--- src/rtl/voice_gated_alaw_codec_assert.svh ---
// ----------------------------------------------------------------------------
// voice gated a-law codec assertion macros
// concurrent assertion wrappers, compiled out with NO_ASSERTIONS
// ----------------------------------------------------------------------------
`ifndef VOICE_GATED_ALAW_CODEC_ASSERT_SVH
`define VOICE_GATED_ALAW_CODEC_ASSERT_SVH

`ifndef NO_ASSERTIONS

// property checked at every edge out of reset
`define VGAC_ASSERT(lbl, ck, rn, prop, msg) \
  lbl: assert property (@(posedge ck) disable iff (!rn) prop) else $error(msg);

// consequence checked as a non-overlapping implication of the antecedent
`define VGAC_ASSERT_NEXT(lbl, ck, rn, ante, cons, msg) \
  lbl: assert property (@(posedge ck) disable iff (!rn) (ante) |=> (cons)) else $error(msg);

`else

`define VGAC_ASSERT(lbl, ck, rn, prop, msg)

`define VGAC_ASSERT_NEXT(lbl, ck, rn, ante, cons, msg)

`endif

`endif

--- src/rtl/vgac_pkg.sv ---
// ----------------------------------------------------------------------------
// vgac_pkg
// shared types and constants of the voice gated a-law codec
// ----------------------------------------------------------------------------
`default_nettype none

package vgac_pkg;

  localparam int BYTE_W  = 8;
  localparam int LVL_W   = 7;
  localparam int HANG_W  = 16;
  localparam int QRUN_W  = 16;
  localparam int CFG_IDX_W  = 2;
  localparam int CFG_DATA_W = 16;

  localparam logic [BYTE_W-1:0] ALAW_XOR = 8'hAA;
  localparam logic [LVL_W-1:0]  MAG_SAT  = 7'd127;

  // configuration register indexes
  typedef enum logic [CFG_IDX_W-1:0] {
    REG_DIRECTION   = 2'd0,
    REG_OPEN_LEVEL  = 2'd1,
    REG_CLOSE_LEVEL = 2'd2,
    REG_HANG_COUNT  = 2'd3
  } vgac_reg_t;

  // per-transfer control from the gate to the datapath
  typedef struct packed {
    logic pop;     // oldest held byte is read out of the ring
    logic push;    // converted byte is written into the ring
    logic bypass;  // gating off, converted byte goes straight out
  } vgac_ctl_t;

endpackage

`default_nettype wire

--- src/rtl/vgac_conv.sv ---
// ----------------------------------------------------------------------------
// vgac_conv
// a-law byte conversion in either direction plus linear magnitude
// ----------------------------------------------------------------------------
`default_nettype none

module vgac_conv
  import vgac_pkg::*;
(
  input  wire logic              direction,
  input  wire logic [BYTE_W-1:0] sample,
  output logic      [BYTE_W-1:0] conv,
  output logic      [BYTE_W-1:0] mag
);

  function automatic logic [BYTE_W-1:0] mirror8(input logic [BYTE_W-1:0] v);
    logic [BYTE_W-1:0] r;
    for (int i = 0; i < BYTE_W; i++) begin
      r[BYTE_W-1-i] = v[i];
    end
    return r;
  endfunction

  // magnitude of a signed byte, -128 gives 128
  function automatic logic [BYTE_W-1:0] mag8(input logic [BYTE_W-1:0] b);
    return b[BYTE_W-1] ? (~b + 8'd1) : b;
  endfunction

  logic [BYTE_W-1:0] enc_mag;
  logic [LVL_W-1:0]  enc_sat;
  logic [BYTE_W-1:0] enc_code;
  logic [BYTE_W-1:0] dec_v;
  logic [BYTE_W-1:0] dec_mir;
  logic [BYTE_W-1:0] dec_lin;

  always_comb begin
    enc_mag  = mag8(sample);
    enc_sat  = enc_mag[BYTE_W-1] ? MAG_SAT : enc_mag[LVL_W-1:0];
    enc_code = (mirror8({1'b0, enc_sat}) | {7'd0, ~sample[BYTE_W-1]}) ^ ALAW_XOR;

    dec_v   = sample ^ ALAW_XOR;
    dec_mir = mirror8(dec_v);
    dec_lin = dec_v[0] ? {1'b0, dec_mir[LVL_W-1:0]} : (8'd0 - dec_mir);

    conv = direction ? dec_lin : enc_code;
    mag  = direction ? mag8(dec_lin) : enc_mag;
  end

endmodule

`default_nettype wire

--- config.mk ---
export PLATFORM = sky130hd
export DESIGN_NAME = vgac_conv
export DESIGN_NICKNAME = d
export VERILOG_FILES = /design/src/rtl/voice_gated_alaw_codec_assert.svh /design/src/rtl/vgac_pkg.sv /design/src/rtl/vgac_conv.sv
export SDC_FILE = /design/constraint.sdc
export NUM_CORES = 1
export LEC_CHECK = 0
export BUFFER_PORTS_ARGS = -buffer_cell sky130_fd_sc_hd__buf_2
export CAP_MARGIN = 20
export CORE_MARGIN = 5
export CORE_UTILIZATION = 54
export DETAILED_ROUTE_END_ITERATION = 16
export GPL_TIMING_DRIVEN = 0
export PLACE_DENSITY_LB_ADDON = 0.08
export SLEW_MARGIN = 5
export SYNTH_ARGS = -nofsm -noshare
export SYNTH_HDL_FRONTEND = slang
export SYNTH_SLANG_ARGS = --single-unit
--- constraint.sdc ---
create_clock -name vclk -period 3.24
set_input_delay 0.648 -clock vclk [all_inputs]
set_output_delay 0.648 -clock vclk [all_outputs]
set_load 0.02 [all_outputs]
Word-level counts from Yosys, hierarchy flattened
Cells that the tools add are included.
{ "totals": {"ff_bits": 0, "latch_bits": 0, "ram_bits": 0, "mem_bits_ro": 0, "mem_count": 0} }
{ "op_classes": {"add_sub_neg": 3, "mul": 0, "div": 0, "magnitude_cmp": 0, "eq_ne": 0, "shifts": 0, "mux": 6, "bitwise": 6, "reduce_logical": 0} }
{ "ops": {"columns": ["operator", "count"], "rows": [
  ["8-bit two-way mux", 5],
  ["8-bit by 1-bit adder with 8-bit output (second input constant)", 2],
  ["8-bit inverter", 2],
  ["4-bit inverter", 2],
  ["8-bit by 1-bit bitwise OR with 8-bit output", 1],
  ["1-bit by 8-bit subtractor with 8-bit output (first input constant)", 1],
  ["7-bit two-way mux", 1],
  ["1-bit inverter", 1]
]} }

Depth between registers and ports, before layout
{ "depth": {"depth_word": 7, "depth_mapped": 9, "depth_no_buf": 9} }

Worst setup path after synthesis
OpenSTA, ideal clock, no wires.
{ "synth_timing": {"kind": "in2out", "from": "input sample[6]", "to": "output mag[6]", "arrival_time_ns": 2.316, "t_required_ns": 2.592, "path_slack_ns": 0.276, "stages": 8, "n_path_buf": 0, "path_cell_list": "inv_1 ha_1 mux2_2 inv_1 ha_1 o21ai_0 o41a_1 o221ai_1"} }
{ "synth_between": {"elab_chain_cells": 6, "word_cells_on_any_way": 9, "classes_between": "add/sub: 3; mux: 4; bitwise: 2"} }
{ "synth_rtl": {"columns": ["item", "line", "rtl"], "rows": [
  ["from (decl)", "vgac_conv.sv:11", "input wire logic [BYTE_W-1:0] sample,"],
  ["1-bit by 8-bit subtractor with 8-bit output", "vgac_conv.sv:43", "dec_lin = dec_v[0] ? {1'b0, dec_mir[LVL_W-1:0]} : (8'd0 - dec_mir);"],
  ["8-bit two-way mux", "vgac_conv.sv:43", null],
  ["8-bit inverter", "vgac_conv.sv:26", "return b[BYTE_W-1] ? (~b + 8'd1) : b;"],
  ["8-bit by 1-bit adder with 8-bit output", "vgac_conv.sv:26", null],
  ["8-bit two-way mux", "vgac_conv.sv:26", null],
  ["8-bit two-way mux *", "vgac_conv.sv:46", "mag = direction ? mag8(dec_lin) : enc_mag;"],
  ["to (decl)", "vgac_conv.sv:13", "output logic [BYTE_W-1:0] mag"]
]} }
Every way passes the cells marked *; elsewhere a longest branch is shown, timed or not.

Worst setup path after layout
Ends and elaborated chain as after synthesis.

==> key figures <==
Run status
  • Status: complete, no violations

Drt
  • Drt wl/cell: roughly 14 µm
  • Drt pass-1 iters: 4
  • Drt initial violations: 26
  • Via count: just under 900
  • DR DRC count: 0
  • Via density: roughly 6.0
  • DRT antenna net count: 0
  • Post-Route WL: 2020 µm

Worst setup path
  • Crit. End Element: output port
  • Crit path DAT: approximately 2.5 ns
  • Most frequent CP cell: inv_1
  • Stages on the worst setup path: 10
  • CP Class: in -> out
  • Worst EP required: ~2.6 ns
  • Crit path buffers/inverters: 4
  • CP max FO: 5
  • Startpoint Class: primary input
  • CP max stage cell: o41a_1
  • Cell-by-cell trace of the critical path: buf_2, inv_1, ha_4, mux2_2, inv_1, ha_1, o21ai_1, o41a_1, o221ai_2, buf_4
  • Kind of cell adding the most delay to the critical path: compound AO/OA/AOI/OAI gates
  • Delay of the slowest critical-path stage: 0.34 ns

Global routing
  • Vias in the first global route: 681
  • Largest net degree at the start of global routing: 11
  • First-pass GRT wire length: slightly above 3000 µm
  • Grt ovf: 0
  • Total GRT Usage: 0.183
  • Initial antenna violation count: 0

Power
  • Clock power share: 0
  • Flop pwr share: 0
  • Peak VDD IR: about 0.084 mV
  • Leakage power: 0.380 nW
  • Switching Fraction: 0.610
  • Power Dens Cells: 190 mW/mm²
  • Total power: 0.166 mW
  • Psw: 0.101 mW
  • Combinational share of power: 1.000
  • Power Internal: about 0.065 mW

Finish
  • Antenna diodes: 0
  • Filler cells: about 120
  • FF/Latch Area: 0 µm²
  • Layout Nets: between 100 and 150
  • Final cell count without fillers: between 100 and 150
  • Seq cells: 0
  • Clock buffer cells: 0
  • Layout Area Growth over Synthesis: 19.3%
  • Layout cells sized above 1: 0.267

Timing
  • Worst slew pin tran: around 0.48 ns
  • Final min period: ~3.1 ns
  • Final setup violation count: 0
  • Max_slew headroom: 0.678
  • Final Hold Vio Count: 0
  • Hold WS: 1.70 ns
  • Max-slew violation count: 0
  • Tcrit/Tclk final: 0.970
  • RSZ-0062 raised after global routing: false
  • Worst setup margin: slightly below 0.1 ns
  • Top achievable clock speed: 0.318 GHz
  • Setup TNS: 0 ns

Logic synthesis
  • Most area-consuming cells after synthesis: xnor2_1 (7.2%), a21oi_1 (6.2%), xor2_1 (6.0%)
  • Commonest cells post-synth: nor2_1 (11), a21oi_1 (9), nand2_1 (9), clkbuf_1 (7), inv_1 (7)
  • Cells after Synth: approximately 110
  • Top-count cell post-synth: nor2_1
  • Synth area leader: xnor2_1
  • Library cells used by synthesis: 46
  • Mean Syn Cell Area: around 6.6 µm²
  • Seq/Total Area, Yosys: 0
  • Syn Nets: around 120
  • Proportion of netlist area held by the largest area contributor: 0.0719
  • Post-Syn Area: 731 µm²
  • Number of synthesis warnings: 0

Place
  • Global placement routability congestion: between 0.8 and 0.9
  • Setup WS pre-CTS: -0.0267 ns
  • Dpl cells: 147
  • PortBufs: 21
  • Post-DP HPWL: 1640 µm

Floorplanning
  • # IOs: 25
  • Initial Utilization: 0.569
  • Std-Cell Core Area: between 0.001 and 0.0015 mm²
  • Area of the die: around 0.0022 mm²
  • Row count: 13
  • Die width: ~47 µm
  • Die H: about 47 µm

Min path
  • Worst min path class: in -> out
  • Hold Crit Depth: 3

Run
  • Maxcap violations: 0

Clocking
  • Post-CTS Setup Bufs: 0
  • Post-CTS Hold Buffers: 0
stage by stage:
step | utilization | cell area [µm²]
after floorplan | - | 731
after global placement | 0.665 | 855
after detailed placement | 0.665 | 855
after CTS | 0.664 | 853
after global routing | 0.679 | 872
final | 0.679 | 872
layout by cell type, fill, tap and decap left out, types with 2 or more instances in the layout:
cell type,n
buf_4,3
xor2_1,5
nand2_1,9
o21a_1,2
and2_1,3
ha_1,2
nor3_1,2
clkbuf_1,6
o31ai_1,2
buf_2,21
nor4_1,2
xnor2_1,6
o21ai_0,4
o21ai_1,2
mux2i_1,2
nand3b_1,2
inv_1,7
nor2_1,11
a21oi_1,9
or3_1,3
cells by family (layout without fill, tap and decap cells):
group,count (synthesis),in the layout,synth area share
muxes,3,3,0.0428
adders and majority gates,3,3,0.0514
and+or+nand+nor,41,41,0.310
AOI/OAI and AO/OA,35,35,0.358
buffers and inverters,18,38,0.106
xor gates and xnor gates,11,11,0.132
layer usage:
metal,vias to the layer above,share of wire,global-route usage
li1,445,-,-
met1,401,0.44,0.275
met2,25,0.49,0.312
met3,0,0.068,0
met4,0,0,0
met5,-,0,0
cell type report:
| type | instances | area, µm² | share of cell area |
|---|---|---|---|
| buffer | 10 | 47.5 | 0.0545 |
| inverter | 7 | 26.3 | 0.0301 |
| multi-input combinational | 93 | 672 | 0.770 |
| tap | 15 | 18.8 | 0.0215 |
| timing repair buffer | 21 | 108 | 0.123 |
power groups by stage:
stage                     Clock [mW]  Sequential, mW  Combinational, mW
after floorplan                    0               0              0.117
after global placement             0               0              0.157
final                              0               0              0.166
after CTS                          0               0              0.162
after detailed placement           0               0              0.160
after global routing               0               0              0.180
final timing paths:
check | from | slack [ns] | endpoint
worst max-delay path | sample[6] | 0.1 | mag[6]
worst min-delay path | sample[2] | 1.70 | conv[5]
what timing repair did:
action | in CTS | in global routing
pin swaps | 0 | 0
setup endpoints to repair | 2 | 2
resized for setup | 2 | 3
No activity file was read; power rests on OpenSTA's default activity.
