[config.mk]
export PLATFORM = sky130hd
export DESIGN_NAME = vgac_gate
export DESIGN_NICKNAME = d
export VERILOG_FILES = /design/src/rtl/vgac_pkg.sv /design/src/rtl/vgac_gate.sv
export VERILOG_INCLUDE_DIRS = /design/src /design/src/rtl
export SDC_FILE = /design/constraint.sdc
export NUM_CORES = 1
export LEC_CHECK = 0
export ABC_AREA = 1
export BUFFER_PORTS_ARGS = -buffer_cell sky130_fd_sc_hd__buf_2
export CORE_ASPECT_RATIO = 2
export CORE_UTILIZATION = 40
export CTS_CLUSTER_SIZE = 40
export DETAILED_ROUTE_END_ITERATION = 10
export PLACE_DENSITY_LB_ADDON = 0.05
export RECOVER_POWER = 100
export SLEW_MARGIN = 20
export SYNTH_ARGS = -nofsm -noshare
export SYNTH_HDL_FRONTEND = slang
export SYNTH_SLANG_ARGS = --single-unit
[constraint.sdc]
create_clock -name clk -period 4.23 [get_ports clk]
set_input_delay 0.2115 -clock clk [delete_from_list [all_inputs] [get_ports clk]]
set_output_delay 0.2115 -clock clk [all_outputs]
set_load 0.01 [all_outputs]
[src/rtl/voice_gated_alaw_codec_assert.svh]
// ----------------------------------------------------------------------------
// voice gated a-law codec assertion macros
// concurrent assertion wrappers, compiled out with NO_ASSERTIONS
// ----------------------------------------------------------------------------
`ifndef VOICE_GATED_ALAW_CODEC_ASSERT_SVH
`define VOICE_GATED_ALAW_CODEC_ASSERT_SVH

`ifndef NO_ASSERTIONS

// property checked at every edge out of reset
`define VGAC_ASSERT(lbl, ck, rn, prop, msg) \
  lbl: assert property (@(posedge ck) disable iff (!rn) prop) else $error(msg);

// consequence checked as a non-overlapping implication of the antecedent
`define VGAC_ASSERT_NEXT(lbl, ck, rn, ante, cons, msg) \
  lbl: assert property (@(posedge ck) disable iff (!rn) (ante) |=> (cons)) else $error(msg);

`else

`define VGAC_ASSERT(lbl, ck, rn, prop, msg)

`define VGAC_ASSERT_NEXT(lbl, ck, rn, ante, cons, msg)

`endif

`endif

[src/rtl/vgac_pkg.sv]
// ----------------------------------------------------------------------------
// vgac_pkg
// shared types and constants of the voice gated a-law codec
// ----------------------------------------------------------------------------
`default_nettype none

package vgac_pkg;

  localparam int BYTE_W  = 8;
  localparam int LVL_W   = 7;
  localparam int HANG_W  = 16;
  localparam int QRUN_W  = 16;
  localparam int CFG_IDX_W  = 2;
  localparam int CFG_DATA_W = 16;

  localparam logic [BYTE_W-1:0] ALAW_XOR = 8'hAA;
  localparam logic [LVL_W-1:0]  MAG_SAT  = 7'd127;

  // configuration register indexes
  typedef enum logic [CFG_IDX_W-1:0] {
    REG_DIRECTION   = 2'd0,
    REG_OPEN_LEVEL  = 2'd1,
    REG_CLOSE_LEVEL = 2'd2,
    REG_HANG_COUNT  = 2'd3
  } vgac_reg_t;

  // per-transfer control from the gate to the datapath
  typedef struct packed {
    logic pop;     // oldest held byte is read out of the ring
    logic push;    // converted byte is written into the ring
    logic bypass;  // gating off, converted byte goes straight out
  } vgac_ctl_t;

endpackage

`default_nettype wire

[src/rtl/vgac_gate.sv]
// ----------------------------------------------------------------------------
// vgac_gate
// voice gate state and hold ring pointers
// ----------------------------------------------------------------------------
`default_nettype none

module vgac_gate
  import vgac_pkg::*;
#(
  parameter int HOLD_DEPTH = 8192,
  parameter int ADDR_W     = 13,
  parameter int FILL_W     = 14
) (
  input  wire logic              clk,
  input  wire logic              rst_n,
  input  wire logic              accept,
  input  wire logic [BYTE_W-1:0] mag,
  input  wire logic [LVL_W-1:0]  open_level,
  input  wire logic [LVL_W-1:0]  close_level,
  input  wire logic [HANG_W-1:0] hang_count,
  output vgac_ctl_t              ctl,
  output logic      [ADDR_W-1:0] rd_addr,
  output logic      [ADDR_W-1:0] wr_addr
);

`include "voice_gated_alaw_codec_assert.svh"

  localparam int CMP_W = (FILL_W > QRUN_W) ? FILL_W : QRUN_W;

  logic [ADDR_W-1:0] head_r, head_nxt;
  logic [FILL_W-1:0] fill_r, fill_nxt;
  logic              gate_open_r, gate_open_nxt;
  logic [QRUN_W-1:0] qrun_r, qrun_nxt;

  logic [CMP_W-1:0]  hc_ext;
  logic [CMP_W-1:0]  depth_ext;
  logic [CMP_W-1:0]  hang_ext;
  logic              fill_at_hang;
  logic [ADDR_W-1:0] head_inc;
  logic [FILL_W:0]   wr_sum;
  logic [QRUN_W-1:0] qrun_upd;

  // effective hang, 1 for zero and clipped at ring depth
  always_comb begin
    hc_ext    = CMP_W'(hang_count);
    depth_ext = CMP_W'(HOLD_DEPTH);
    if (hang_count == '0) begin
      hang_ext = CMP_W'(1);
    end else if (hc_ext > depth_ext) begin
      hang_ext = depth_ext;
    end else begin
      hang_ext = hc_ext;
    end
    fill_at_hang = (CMP_W'(fill_r) >= hang_ext) && (fill_r != '0);
  end

  // ring addressing, tail is head plus fill modulo depth
  always_comb begin
    head_inc = (head_r == ADDR_W'(HOLD_DEPTH - 1)) ? '0 : head_r + ADDR_W'(1);
    wr_sum   = (FILL_W+1)'(head_r) + (FILL_W+1)'(fill_r);
    if (wr_sum >= (FILL_W+1)'(HOLD_DEPTH)) begin
      wr_sum = wr_sum - (FILL_W+1)'(HOLD_DEPTH);
    end
    wr_addr = wr_sum[ADDR_W-1:0];
    rd_addr = head_r;
  end

  always_comb begin
    if (mag > {1'b0, close_level}) begin
      qrun_upd = '0;
    end else if (qrun_r == '1) begin
      qrun_upd = qrun_r;
    end else begin
      qrun_upd = qrun_r + QRUN_W'(1);
    end
  end

  always_comb begin
    ctl           = '0;
    head_nxt      = head_r;
    fill_nxt      = fill_r;
    gate_open_nxt = gate_open_r;
    qrun_nxt      = qrun_r;

    if (accept) begin
      if (open_level == '0) begin
        ctl.bypass = 1'b1;
      end else if (!gate_open_r) begin
        if (mag > {1'b0, open_level}) begin
          gate_open_nxt = 1'b1;
          qrun_nxt      = '0;
          ctl.pop       = fill_at_hang;
          ctl.push      = 1'b1;
        end
      end else begin
        qrun_nxt = qrun_upd;
        ctl.pop  = fill_at_hang;
        ctl.push = 1'b1;
      end

      if (ctl.pop) begin
        head_nxt = head_inc;
      end else if (ctl.push) begin
        fill_nxt = fill_r + FILL_W'(1);
      end

      // quiet run reached the hang: drop everything held and close
      if (gate_open_r && (open_level != '0) && (CMP_W'(qrun_upd) >= hang_ext)) begin
        head_nxt      = '0;
        fill_nxt      = '0;
        qrun_nxt      = '0;
        gate_open_nxt = 1'b0;
      end
    end
  end

  always_ff @(posedge clk) begin
    if (!rst_n) begin
      head_r      <= '0;
      fill_r      <= '0;
      gate_open_r <= 1'b1;
      qrun_r      <= '0;
    end else begin
      head_r      <= head_nxt;
      fill_r      <= fill_nxt;
      gate_open_r <= gate_open_nxt;
      qrun_r      <= qrun_nxt;
    end
  end

  `VGAC_ASSERT(a_fill_bound, clk, rst_n, fill_r <= FILL_W'(HOLD_DEPTH), "hold fill beyond depth")
  `VGAC_ASSERT(a_closed_empty, clk, rst_n, !gate_open_r |-> (fill_r == '0), "closed gate holds bytes")
  `VGAC_ASSERT(a_pop_nonempty, clk, rst_n, ctl.pop |-> (fill_r != '0), "pop from empty ring")

endmodule

`default_nettype wire

; ---- Yosys cells after proc, flatten, opt, wreduce, memory -nomap -nowiden
; Index checks and enable logic that the tools add are counted.
[classes]
n_addsub = 5
reduce_logical = 14
eq_ne = 4
mux = 25
n_lt_le_gt_ge = 6
[ops]
columns = cell, n
row1 = $mux 16, 8
row2 = $mux 13, 4
row3 = $mux 14, 3
row4 = $add 16x1->16 const B, 1
row5 = $eq 16x16->1 const B, 1
row6 = $ge 14x16->1, 1
row7 = $ge 16x16->1, 1
row8 = $gt 16x14->1 const B, 1
row9 = $gt 8x7->1, 2
row10 = $logic_not 16->1, 1
row11 = $add 13x14->15, 1
row12 = $ge 15x14->1 const B, 1
row13 = $add 14x1->14 const B, 1
row14 = $reduce_bool 14->1, 1
row15 = $add 13x1->13 const B, 1
row16 = $eq 13x13->1 const B, 1
row17 = $sub 13x1->13 const B, 1
row18 = $mux 2, 4
row19 = $logic_not 7->1, 1
row20 = $reduce_bool 7->1, 1
row21 = $reduce_and 3->1, 2
row22 = $mux 1, 5
row23 = $ne 2x1->1 const B, 2
row24 = $reduce_and 2->1, 2
row25 = other kinds (4), 7
[totals]
in_bits = 41
output_inout_bits = 29
ff_bits = 44

; ---- Depth between registers and ports, before layout
; Gate-level depths: netlist of run 1.
[depth]
ltp_word = 12
depth_mapped = 27
mapped_depth_nobuf = 25

; ---- Worst setup path after synthesis of run 1
; Ideal clock, no wire load.
[synth_timing]
kind = register to register
start = register qrun_r[0]
end = register fill_r[4]
t_arrival_ns = 2.725
stages_incl_launch_ff = 21
path_slack_ns = 1.435
setup_ns = 0.070
path_cell_list = dfxtp_1 > ha_1 > nand3_1 > inv_1 > nand2_1 > inv_2 > nand3_4 > buf_6 > nand3_1 > nand2_1 > inv_2 > ha_1 > a21oi_1 > o21a_1 > nand2_1 > nand2_1 > nand3_1 > nand3_1 > clkbuf_1 > nand3_1 > a21oi_1
[synth_between]
elab_chain_len = 7
word_cells_on_any_way = 10
classes_between = add/sub (1) / order compare (1) / eq/ne (2) / mux (3) / reduce/logical (3)
[synth_rtl]
columns = element, line_no
row1 = start: declaration, vgac_gate.sv:33  ; logic [QRUN_W-1:0] qrun_r, qrun_nxt;
row2 = start signal: assignment, vgac_gate.sv:127  ; qrun_r <= qrun_nxt;
row3 = $add 16x1->16 or $eq 16x16->1 (tied branches), "vgac_gate.sv:74, vgac_gate.sv:71"
row4 = $mux 16 (*), vgac_gate.sv:71  ; end else if (qrun_r == '1) begin
row5 = $mux 16 (*), vgac_gate.sv:69  ; if (mag > {1'b0, close_level}) begin
row6 = $ge 16x16->1 (*), vgac_gate.sv:108  ; if (gate_open_r && (open_level != '0) && (CMP_W'(qrun_upd) >= hang_ext)) begin
row7 = $logic_and 1x1->1 (*), vgac_gate.sv:108
row8 = $ne 2x1->1 (no line) or $reduce_bool 2->1 (tied branches), --
row9 = $reduce_and 3->1 (no line), --
row10 = end signal: assignment, vgac_gate.sv:125  ; fill_r <= fill_nxt;
row11 = end: declaration, vgac_gate.sv:31  ; logic [FILL_W-1:0] fill_r, fill_nxt;
; Mark *: on every way between the ends. The rest lies on a longest branch, timed or not.
; A chain may end at the register's enable or synchronous reset.

==> results.py, run 1 <==
metrics = {
    "global_routing": {
        "grt_pass1_vias": 4996,
        "grt_pass1_wl_microns": 23600,
        "grt_usage_pct": 24.7,
        "grt_antenna_before_repair": 0,
        "grt_max_degree": 33,
        "grt_overflow": 0,
    },
    "power_and_ir_drop": {
        "p_int_mw": 0.759,
        "p_per_area_nw_per_um2": 199,
        "switching_power_mw": 0.306,
        "seq_power_share_pct": 40.6,
        "p_sw_share_pct": 28.8,
        "clockPowerShare_pct": 43.3,
        "combPwrFrac_pct": 16.1,
        "ir_drop_v": 0.000192,
        "leakage_nw": 2.64,
    },
    "drt": {
        "finalWirelength_microns": 14900,
        "first_pass_iters": 4,
        "drc": 0,
        "antenna_left": 0,
        "viasPerCell": 5.28,
        "vias": 5136,
        "first_iter_violations": 132,
        "avgRoutedWirePerCell_microns": 15.4,
    },
    "cells_and_area": {
        "final_nets": 928,
        "areaGrowthSynthToFinish_pct": 11.1,
        "final_layout_size_suffix_gt1_share_pct": 8.83,
        "postLayoutCoreUtil_pct": 45.7,
        "n_antenna_cell": 0,
        "stdcell_area_sq_um": 5350,
    },
    "sta": {
        "hold_violations": 0,
        "maxSlewViolCount": 25,
        "hold_ws_ns": 0.189,
        "max_slew_margin_pct": -22.8,
        "finalSetupTns_ns": 0,
        "max_freq_ghz": 0.272,
        "tightest_slew_ns": 1.84,
        "layout_setup_ws_ns": 0.548,
        "finClkSkew_ns": 0.00948,
        "rsz0062_at_grt": "false",
        "layout_min_cycle_time_ns": 3.68,
        "finalSetupViolations": 0,
        "min_period_over_period_pct": 87.1,
    },
    "clock_network": {
        "cts_tree": "done",
        "cts_buffer_depth": 2,
        "cts_setup_buffers": 0,
        "cts_sinks": 44,
        "clock_latency_ns": 0.30,
        "path_clk_slew_ns": 0.07,
        "post_cts_resized": 0,
        "postCtsHoldBufs": 0,
        "root_buffer": "clkbuf_16",
        "cts_buffers": 5,
        "h-tree-depth": 2,
    },
    "yosys": {
        "synth_top_cell_area_share_pct": 18.3,
        "synth_largest_area_cell": "dfxtp_1",
        "synth-seq-area-share_pct": 18.3,
        "yosys_warnings": 0,
        "yosysMostFrequentCell": "nand2_1",
        "synth.top_cells.by_area": "dfxtp_1 (18%), ha_1 (16%), nand2_1 (15%)",
        "ys_types": 38,
        "synth_flop_cell": "dfxtp_1",
        "synthArstFlopShare_pct": 0,
        "synth-seq-cells": 44,
        "ys_top_cells_by_count": "nand2_1 (190), inv_1 (105), nand3_1 (73), a21oi_1 (64), ha_1 (60)",
        "syn_avg_cell_area_sq_um": 6.27,
        "synthCells": 768,
        "synth_edf_count": 0,
        "netlist_area_sq_um": 4810,
    },
    "worst_setup_path": {
        "timing.reg2reg.setup_slack_ns": 0.65,
        "timing.rr.start": "gate_open_r",
        "crit_path_end_kind": "output pin",
        "cp_cell_sequence": "buf_2 -> nor2_1 -> nand3_1 -> nor4_1 -> nand3_1 -> a21o_1 -> inv_1 -> nand2_1 -> ha_1 -> nand2_1 -> nor2_1 -> nand2_1 -> nand2_1 -> nand2_1 -> nand3_1 -> nand2_2 -> nor2_1 -> buf_2",
        "crit_type": "primary input to output pin",
        "regToRegEndpoint": "fill_r[11]",
        "critPathMaxStageDelay_ns": 0.50,
        "worst_setup_path_start_kind": "primary input",
        "worstPathRequired_ns": 4.02,
        "reg2reg_depth": 5,
        "critical_path_arrival_ns": 3.47,
        "crit_path_frequent_cell": "nand2_1",
        "cp_max_fo": 17,
        "critPathSlowestCell": "nor2_1",
    },
    "outcome": {
        "violations": "capacitance limit, slew limit",
        "status": "finished, violations left",
    },
    "floorplanning": {
        "die_w_microns": 79.6,
        "rows": 56,
        "fp.dieH_microns": 157,
        "start_util_pct": 41.1,
        "die_area_sq_um": 12500,
        "ios": 70,
        "core_region_area_sq_um": 11700,
    },
    "placed_design": {
        "placed_area_sq_um": 5230,
        "portBuffers": 69,
        "dp_hpwl_microns": 12100,
        "post-place-ws_ns": 0.600,
        "gp_congestion": 0.853,
    },
    "run": {
        "max_cap_violations": 1,
    },
    "worst_hold_path": {
        "hp-start": "rst_n",
        "hold_class": "primary input to flop",
        "holdPathEnd": "rd_addr[11]",
        "min_path_cells": 3,
    },
}
[cell families (layout without fill, tap and decap cells)]
kind of cell,after synthesis,in the layout,share of synthesized area [%]
AND/OR/NAND/NOR,408,408,38.3
buffers and inverters,134,192,11.6
AO/OA/AOI/OAI,89,89,10.1
adder cells (fa/ha/maj),61,61,16.0
flip-flops,44,44,18.3
XOR/XNOR,31,31,5.64
other,1,2,0.0779
[power groups by stage]
stage               clock network, mW  registers, mW  logic [mW]
floorplan                           0          0.436       0.121
global placement                    0          0.441       0.174
detailed placement                  0          0.442       0.177
CTS                             0.471          0.432       0.177
global route                    0.485          0.433       0.197
finish                          0.461          0.432       0.172
[cell usage in the layout, fill, tap and decap left out, types with 2 or more instances in the layout]
cell and count:
nor2_1 60, buf_2 42, clkbuf_1 28, xnor2_1 4
xor2_1 27, nand4_1 46, o21a_1 3, nand3_1 73
buf_4 4, nand2_2 4, inv_1 106, clkbuf_16 5
nor2_2 3, ha_1 60, or2_2 5, o21ai_0 14
a21oi_1 64, conb_1 2, inv_2 4, nand2_1 191
nor3_2 2, nor3_1 15, nor4_1 5, dfxtp_1 44
a21o_1 2
[final cells by class]
type | instances | area [sq um]
inverters | 111 | 417
multi-input cells | 591 | 3360
clock inverters | 2 | 35.0
clock buffers | 6 | 129
repair buffers | 73 | 342
flip-flops and latches | 44 | 881
well taps | 145 | 181
fillers | 1306 | 6350
[worst max-delay path: cells and delay by family]
| kind | cells | cell delay [ns] |
|---|---|---|
| simple gates | 13 | 2.10 |
| buf+inv | 3 | 0.63 |
| fa+ha+maj | 1 | 0.32 |
| compound gates | 1 | 0.19 |
[layer usage]
metal  up-vias  wire [microns]  global-route usage, %
li1       2648               -                      -
met1      2325            5220                   22.3
met2       124            8530                   50.2
met3        39             377                   2.32
met4         0             816                   14.8
met5         -               0                      0
[state kept, by name, indices dropped and copies added, names as in the netlist]
signal       cells
qrun_r          16
rd_addr         13
fill_r          14
gate_open_r      1
[worst max path at each step]
stage | startpoint | to | slack, ns | cells past startpoint
after floorplan | qrun_r[0] | fill_r[4] | 1.43 | 20
after global placement | hang_count[6] | fill_r[9] | 0.61 | 21
after detailed placement | hang_count[6] | fill_r[11] | 0.60 | 21
after CTS | hang_count[6] | ctl[2] | 0.68 | 18
after global routing | qrun_r[0] | rd_addr[6] | 0.25 | 24
final | hang_count[6] | ctl[2] | 0.55 | 18
[through the flow]
stage	instances	total power, mW
after floorplan	769	0.556
after global placement	964	0.615
after detailed placement	964	0.618
after CTS	972	1.08
after global routing	972	1.11
final	972	1.06
No activity file was read; power rests on OpenSTA's default activity.
==> run 2: changes to the inputs <==
--- a/config.mk
+++ b/config.mk
@@ -8,11 +8,14 @@
 export LEC_CHECK = 0
 export ABC_AREA = 1
 export BUFFER_PORTS_ARGS = -buffer_cell sky130_fd_sc_hd__buf_2
+export CELL_PAD_IN_SITES_DETAIL_PLACEMENT = 2
+export CELL_PAD_IN_SITES_GLOBAL_PLACEMENT = 2
 export CORE_ASPECT_RATIO = 2
-export CORE_UTILIZATION = 40
+export CORE_UTILIZATION = 34
+export CTS_CLUSTER_DIAMETER = 100
 export CTS_CLUSTER_SIZE = 40
 export DETAILED_ROUTE_END_ITERATION = 10
-export PLACE_DENSITY_LB_ADDON = 0.05
+export PLACE_DENSITY = 0.95
 export RECOVER_POWER = 100
 export SLEW_MARGIN = 20
 export SYNTH_ARGS = -nofsm -noshare
==> run 2 against run 1 <==
Effect of this change:
- the run now ends clean
- sequential power hardly changed
- worst setup slack worse by 0.17 ns
- critical path depth stayed put
- clock skew is 0.0040 ns lower
- clock power is 3% higher
- global-route usage is 4.9 points higher
- combinational power is 18% higher
- via count is 9.8% higher
- register-to-register slack worse by 0.16 ns
- critical path type unchanged
- critical endpoint unchanged
==> results.py, run 2 (synthesized netlist as in run 1, its figures left out) <==
metrics = {
    "drt": {
        "finalWirelength_microns": 20800,
        "first_iter_violations": 170,
        "vias": 5640,
        "antenna_left": 0,
        "drc": 0,
        "avgRoutedWirePerCell_microns": 20.4,
        "viasPerCell": 5.53,
        "first_pass_iters": 4,
    },
    "global_routing": {
        "grt_pass1_vias": 6453,
        "grt_overflow": 0,
        "grt_max_degree": 33,
        "grt_pass1_wl_microns": 33000,
        "grt_usage_pct": 29.6,
        "grt_antenna_before_repair": 0,
    },
    "cells_and_area": {
        "final_nets": 932,
        "areaGrowthSynthToFinish_pct": 13.3,
        "final_layout_size_suffix_gt1_share_pct": 9.51,
        "n_antenna_cell": 0,
        "regMostFlops": "qrun_r",
        "postLayoutCoreUtil_pct": 39.2,
        "final_common_cell": "nand2_1",
        "most-common-layout-cells": "nand2_1 (191), inv_1 (106), nand3_1 (73)",
        "largest_register_ffs": 16,
        "stdcell_area_sq_um": 5450,
    },
    "floorplanning": {
        "start_util_pct": 34.7,
        "die_area_sq_um": 14700,
        "rows": 61,
        "die_w_microns": 86.1,
        "fp.dieH_microns": 170,
        "core_region_area_sq_um": 13900,
        "ios": 70,
    },
    "sta": {
        "layout_min_cycle_time_ns": 3.85,
        "max_freq_ghz": 0.260,
        "tightest_slew_ns": 0.746,
        "rsz0062_at_grt": "false",
        "finalSetupTns_ns": 0,
        "hold_ws_ns": 0.217,
        "finClkSkew_ns": 0.00550,
        "min_period_over_period_pct": 91.0,
        "finalSetupViolations": 0,
        "hold_violations": 0,
        "maxSlewViolCount": 0,
        "max_slew_margin_pct": 49.9,
    },
    "clock_network": {
        "h-tree-depth": 2,
        "path_clk_slew_ns": 0.07,
        "root_buffer": "clkbuf_16",
        "cts_tree": "done",
        "cts_buffers": 5,
        "cts_sinks": 44,
        "cts_buffer_depth": 2,
        "clock_latency_ns": 0.31,
    },
    "power_and_ir_drop": {
        "p_per_area_nw_per_um2": 203,
        "leakage_nw": 2.65,
        "ir_drop_v": 0.000139,
    },
    "worst_setup_path": {
        "timing.rr.start": "qrun_r[1]",
        "worst_setup_path_start_kind": "primary input",
        "worstPathRequired_ns": 4.02,
        "regToRegEndpoint": "qrun_r[2]",
        "crit_path_end_kind": "output pin",
        "crit_type": "primary input to output pin",
        "timing.reg2reg.setup_slack_ns": 0.49,
        "critical_path_arrival_ns": 3.64,
        "cp_max_fo": 17,
        "reg2reg_depth": 23,
    },
    "worst_hold_path": {
        "min_path_cells": 3,
        "hold_class": "primary input to flop",
        "hp-start": "rst_n",
        "holdPathEnd": "rd_addr[11]",
    },
    "placed_design": {
        "dp_hpwl_microns": 17100,
        "gp_congestion": 0.859,
        "placed_area_sq_um": 5320,
        "portBuffers": 69,
    },
    "run": {
        "max_cap_violations": 0,
    },
    "outcome": {
        "status": "finished, final reports clean",
    },
}
## run 2: power breakdown
part | leakage, nW | switching (mW) | internal, mW
logic | 2.22 | 0.138 | 0.0646
registers | 0.355 | 0.0128 | 0.419
clock network | 0.0798 | 0.195 | 0.278
## run 2: worst max-delay path by stage
stage / slack (ns) / endpoint / startpoint / cells after the start
finish: 0.38 / ctl[2] / hang_count[6] / 18
detailed placement: 0.16 / fill_r[12] / hang_count[6] / 17
floorplan: 1.43 / fill_r[4] / qrun_r[0] / 20
global placement: 0.43 / fill_r[10] / hang_count[6] / 17
global route: 0.12 / qrun_r[2] / qrun_r[1] / 22
CTS: 0.25 / ctl[2] / hang_count[6] / 20
## run 2: critical path, cell delays in order
cell	delay, ns
clkbuf_1	0.11
nor2_1	0.14
nand3_1	0.09
nor4_2	0.34
nand3_1	0.17
a21o_1	0.19
inv_1	0.34
nand2_1	0.18
ha_1	0.33
nand2_1	0.08
nor2_1	0.22
nand2_1	0.13
nand2_1	0.07
nand2_1	0.05
nand3_1	0.09
nand2_2	0.26
nor2_2	0.40
clkbuf_1	0.20
## run 2: cell type report
type                       count  area (sq um)
fill                        1814          8440
multi-input combinational    591          3380
sequential                    44           881
inverter                     111           417
timing repair buffer          77           367
tap                          189           236
clock buffer                   5           125
clock inverter                 3          42.5
## run 2: repair_timing
action                     4_1_cts  5_1_grt
setup endpoints to repair        0        1
hold buffers                     0        0
buffers inserted                 0        0
hold endpoints to repair         0        0
resized for setup                0        1
## run 2: metrics by stage
step / total power, mW / setup slack (ns) / std cells
6_report: 1.11 / 0.382 / 1020
5_1_grt: 1.15 / 0.119 / 1020
4_1_cts: 1.12 / 0.245 / 1020
3_5_place_dp: 0.644 / 0.162 / 1012
3_3_place_gp: 0.626 / 0.435 / 1012
2_1_floorplan: 0.556 / 1.43 / 769
## run 2: routing by layer
layer,up-vias,wire (microns),global-route usage (%)
met5,-,0,0
met4,0,1460,20.7
met3,74,416,2.52
met2,133,11900,59.7
met1,2777,7030,26.4
li1,2656,-,-
==> run 3: changes to the inputs <==
--- a/config.mk
+++ b/config.mk
@@ -10,7 +10,7 @@
 export BUFFER_PORTS_ARGS = -buffer_cell sky130_fd_sc_hd__buf_2
 export CELL_PAD_IN_SITES_DETAIL_PLACEMENT = 2
 export CELL_PAD_IN_SITES_GLOBAL_PLACEMENT = 2
-export CORE_ASPECT_RATIO = 2
+export CORE_ASPECT_RATIO = 0.7
 export CORE_UTILIZATION = 34
 export CTS_CLUSTER_DIAMETER = 100
 export CTS_CLUSTER_SIZE = 40
==> run 3 against run 2 <==
Effect of this change:
- critical endpoint is now rd_addr[5]
- cell count down 0.78%
- sequential power hardly changed
- sequential cell count is the same
- sequential share of layout area rose by 0.14 points
- clock skew up 0.0079 ns
- critical path type is now flop to flop
- die area decreased by 0.15%
- non-clock buffer count shrank 4
- highest routed layer unchanged
- cell area is 0.85% lower
- clock-buffer cell count is the same
- power fell by 5.4%
==> results.py, run 3 (synthesized netlist as in run 1, its figures left out) <==
metrics = {
    "outcome": {
        "status": "finished, final reports clean",
    },
    "drt": {
        "top_layer": "met4",
        "drc": 0,
        "finalWirelength_microns": 22000,
        "dr_wl_met2_microns": 10600,
        "first_iter_violations": 326,
        "first_pass_iters": 4,
        "wirelength_met1_microns": 9730,
        "routed-wl-met3_microns": 1200,
        "antenna_left": 0,
        "viasPerCell": 5.62,
        "avgRoutedWirePerCell_microns": 21.7,
        "vias": 5686,
    },
    "cells_and_area": {
        "stdcell_area_sq_um": 5410,
        "n_fill_cell": 1757,
        "n_antenna_cell": 0,
        "regMostFlops": "qrun_r",
        "largest_register_ffs": 16,
        "final_common_cell": "nand2_1",
        "areaGrowthSynthToFinish_pct": 12.3,
        "final_layout_size_suffix_gt1_share_pct": 9.43,
        "final_nets": 928,
        "most-common-layout-cells": "nand2_1 (190), inv_1 (105), nand3_1 (72)",
    },
    "floorplanning": {
        "core_region_area_sq_um": 13500,
        "fp.dieH_microns": 102,
        "ios": 70,
        "rows": 35,
        "die_w_microns": 144,
        "die_area_sq_um": 14600,
        "start_util_pct": 35.7,
    },
    "placed_design": {
        "gp_congestion": 0.845,
        "dp_hpwl_microns": 17400,
        "portBuffers": 69,
        "placed_area_sq_um": 5280,
    },
    "global_routing": {
        "grt_antenna_before_repair": 0,
        "grt_overflow": 0,
        "grt_usage_pct": 30.9,
        "grt_pass1_vias": 6409,
        "grt_max_degree": 39,
        "grt_pass1_wl_microns": 34300,
    },
    "clock_network": {
        "path_clk_slew_ns": 0.08,
        "cts_buffers": 5,
        "cts_tree": "done",
        "root_buffer": "clkbuf_16",
        "postCtsHoldBufs": 0,
        "h-tree-depth": 2,
        "cts_buffer_depth": 2,
        "cts_sinks": 44,
        "clock_latency_ns": 0.31,
    },
    "sta": {
        "rsz0062_at_grt": "false",
        "max_freq_ghz": 0.248,
        "hold_violations": 0,
        "layout_min_cycle_time_ns": 4.03,
        "maxSlewViolCount": 0,
        "min_period_over_period_pct": 95.2,
        "finalSetupViolations": 0,
        "hold_ws_ns": 0.198,
        "tightest_slew_ns": 0.742,
        "finClkSkew_ns": 0.0134,
        "finalSetupTns_ns": 0,
        "max_slew_margin_pct": 50.5,
    },
    "power_and_ir_drop": {
        "leakage_nw": 2.64,
        "power.total_mw": 1.05,
        "p_per_area_nw_per_um2": 194,
        "switching_power_mw": 0.347,
        "combPwrFrac_pct": 18.7,
        "clockPowerShare_pct": 40.1,
        "p_sw_share_pct": 33.1,
        "seq_power_share_pct": 41.3,
        "p_int_mw": 0.702,
        "ir_drop_v": 0.000159,
    },
    "worst_setup_path": {
        "crit_type": "flop to flop",
        "crit_path_end_kind": "flop",
        "critPathSlowestCell": "dfxtp_1",
        "timing.reg2reg.setup_slack_ns": 0.20,
        "cp_max_fo": 17,
        "critPathBufInv": 3,
        "critPathMaxStageDelay_ns": 0.48,
        "worstPathRequired_ns": 4.44,
        "critical_path_arrival_ns": 4.24,
        "worst_setup_path_start_kind": "flop",
        "path_delay_family": "simple AND/OR/NAND/NOR gates",
        "cp_cell_sequence": "ha_1 -> nand3_1 -> inv_1 -> nand2_1 -> inv_2 -> nand3_4 -> nand3_1 -> nand2_1 -> inv_1 -> ha_1 -> a21oi_1 -> o21ai_0 -> a21oi_1 -> nand3_1 -> nand2_4 -> nand2_4 -> nand2_2 -> nand2_1 -> a21oi_1",
    },
    "worst_hold_path": {
        "hold_class": "primary input to flop",
    },
    "run": {
        "max_cap_violations": 0,
    },
}
run 3: final cells by class:
type / count / area (sq um) / share of cell area [%]
flip-flops and latches: 44 / 881 / 16.3
clock buffers: 5 / 125 / 2.31
clock inverters: 3 / 18.8 / 0.347
multi-input cells: 591 / 3390 / 62.7
well taps: 185 / 231 / 4.28
repair buffers: 73 / 345 / 6.39
inverters: 111 / 417 / 7.71
run 3: worst min-delay path, cell delays in order:
cell and delay, ns:
buf_2 0.14, nand2_1 0.08, nor2_1 0.04
run 3: power by group through the flow:
| stage | clock, mW | sequential [mW] | combinational [mW] |
|---|---|---|---|
| after floorplan | 0 | 0.436 | 0.121 |
| final | 0.420 | 0.433 | 0.196 |
| after CTS | 0.420 | 0.432 | 0.196 |
| after detailed placement | 0 | 0.442 | 0.192 |
| after global placement | 0 | 0.441 | 0.175 |
| after global routing | 0.432 | 0.433 | 0.217 |
run 3: routing by layer:
metal  global-route usage, %  up-vias
li1                        -     2652
met2                    54.1      149
met5                       0        -
met3                    6.29       43
met1                    38.2     2842
met4                    9.39        0
run 3: stage by stage:
stage	worst slack, ns	instances	utilization [%]
CTS	0.229	1012	40.2
detailed placement	0.341	1004	39.2
finish	0.205	1012	40.1
floorplan	1.43	769	-
global placement	0.514	1004	39.2
global route	0.0230	1012	40.1
run 3: worst paths after layout:
check               endpoint        from  cells past startpoint
setup / recovery  rd_addr[5]   qrun_r[0]                     19
hold / removal    rd_addr[0]       rst_n                      3
setup reg to reg  rd_addr[5]   qrun_r[0]                     19
hold reg to reg   qrun_r[14]  qrun_r[14]                      2
run 3: timing repair:
action | CTS | global route
setup endpoints to repair | 0 | 28
gates resized for setup | 0 | 5
buffers inserted | 0 | 0
endpoints found under the hold margin | 0 | 0
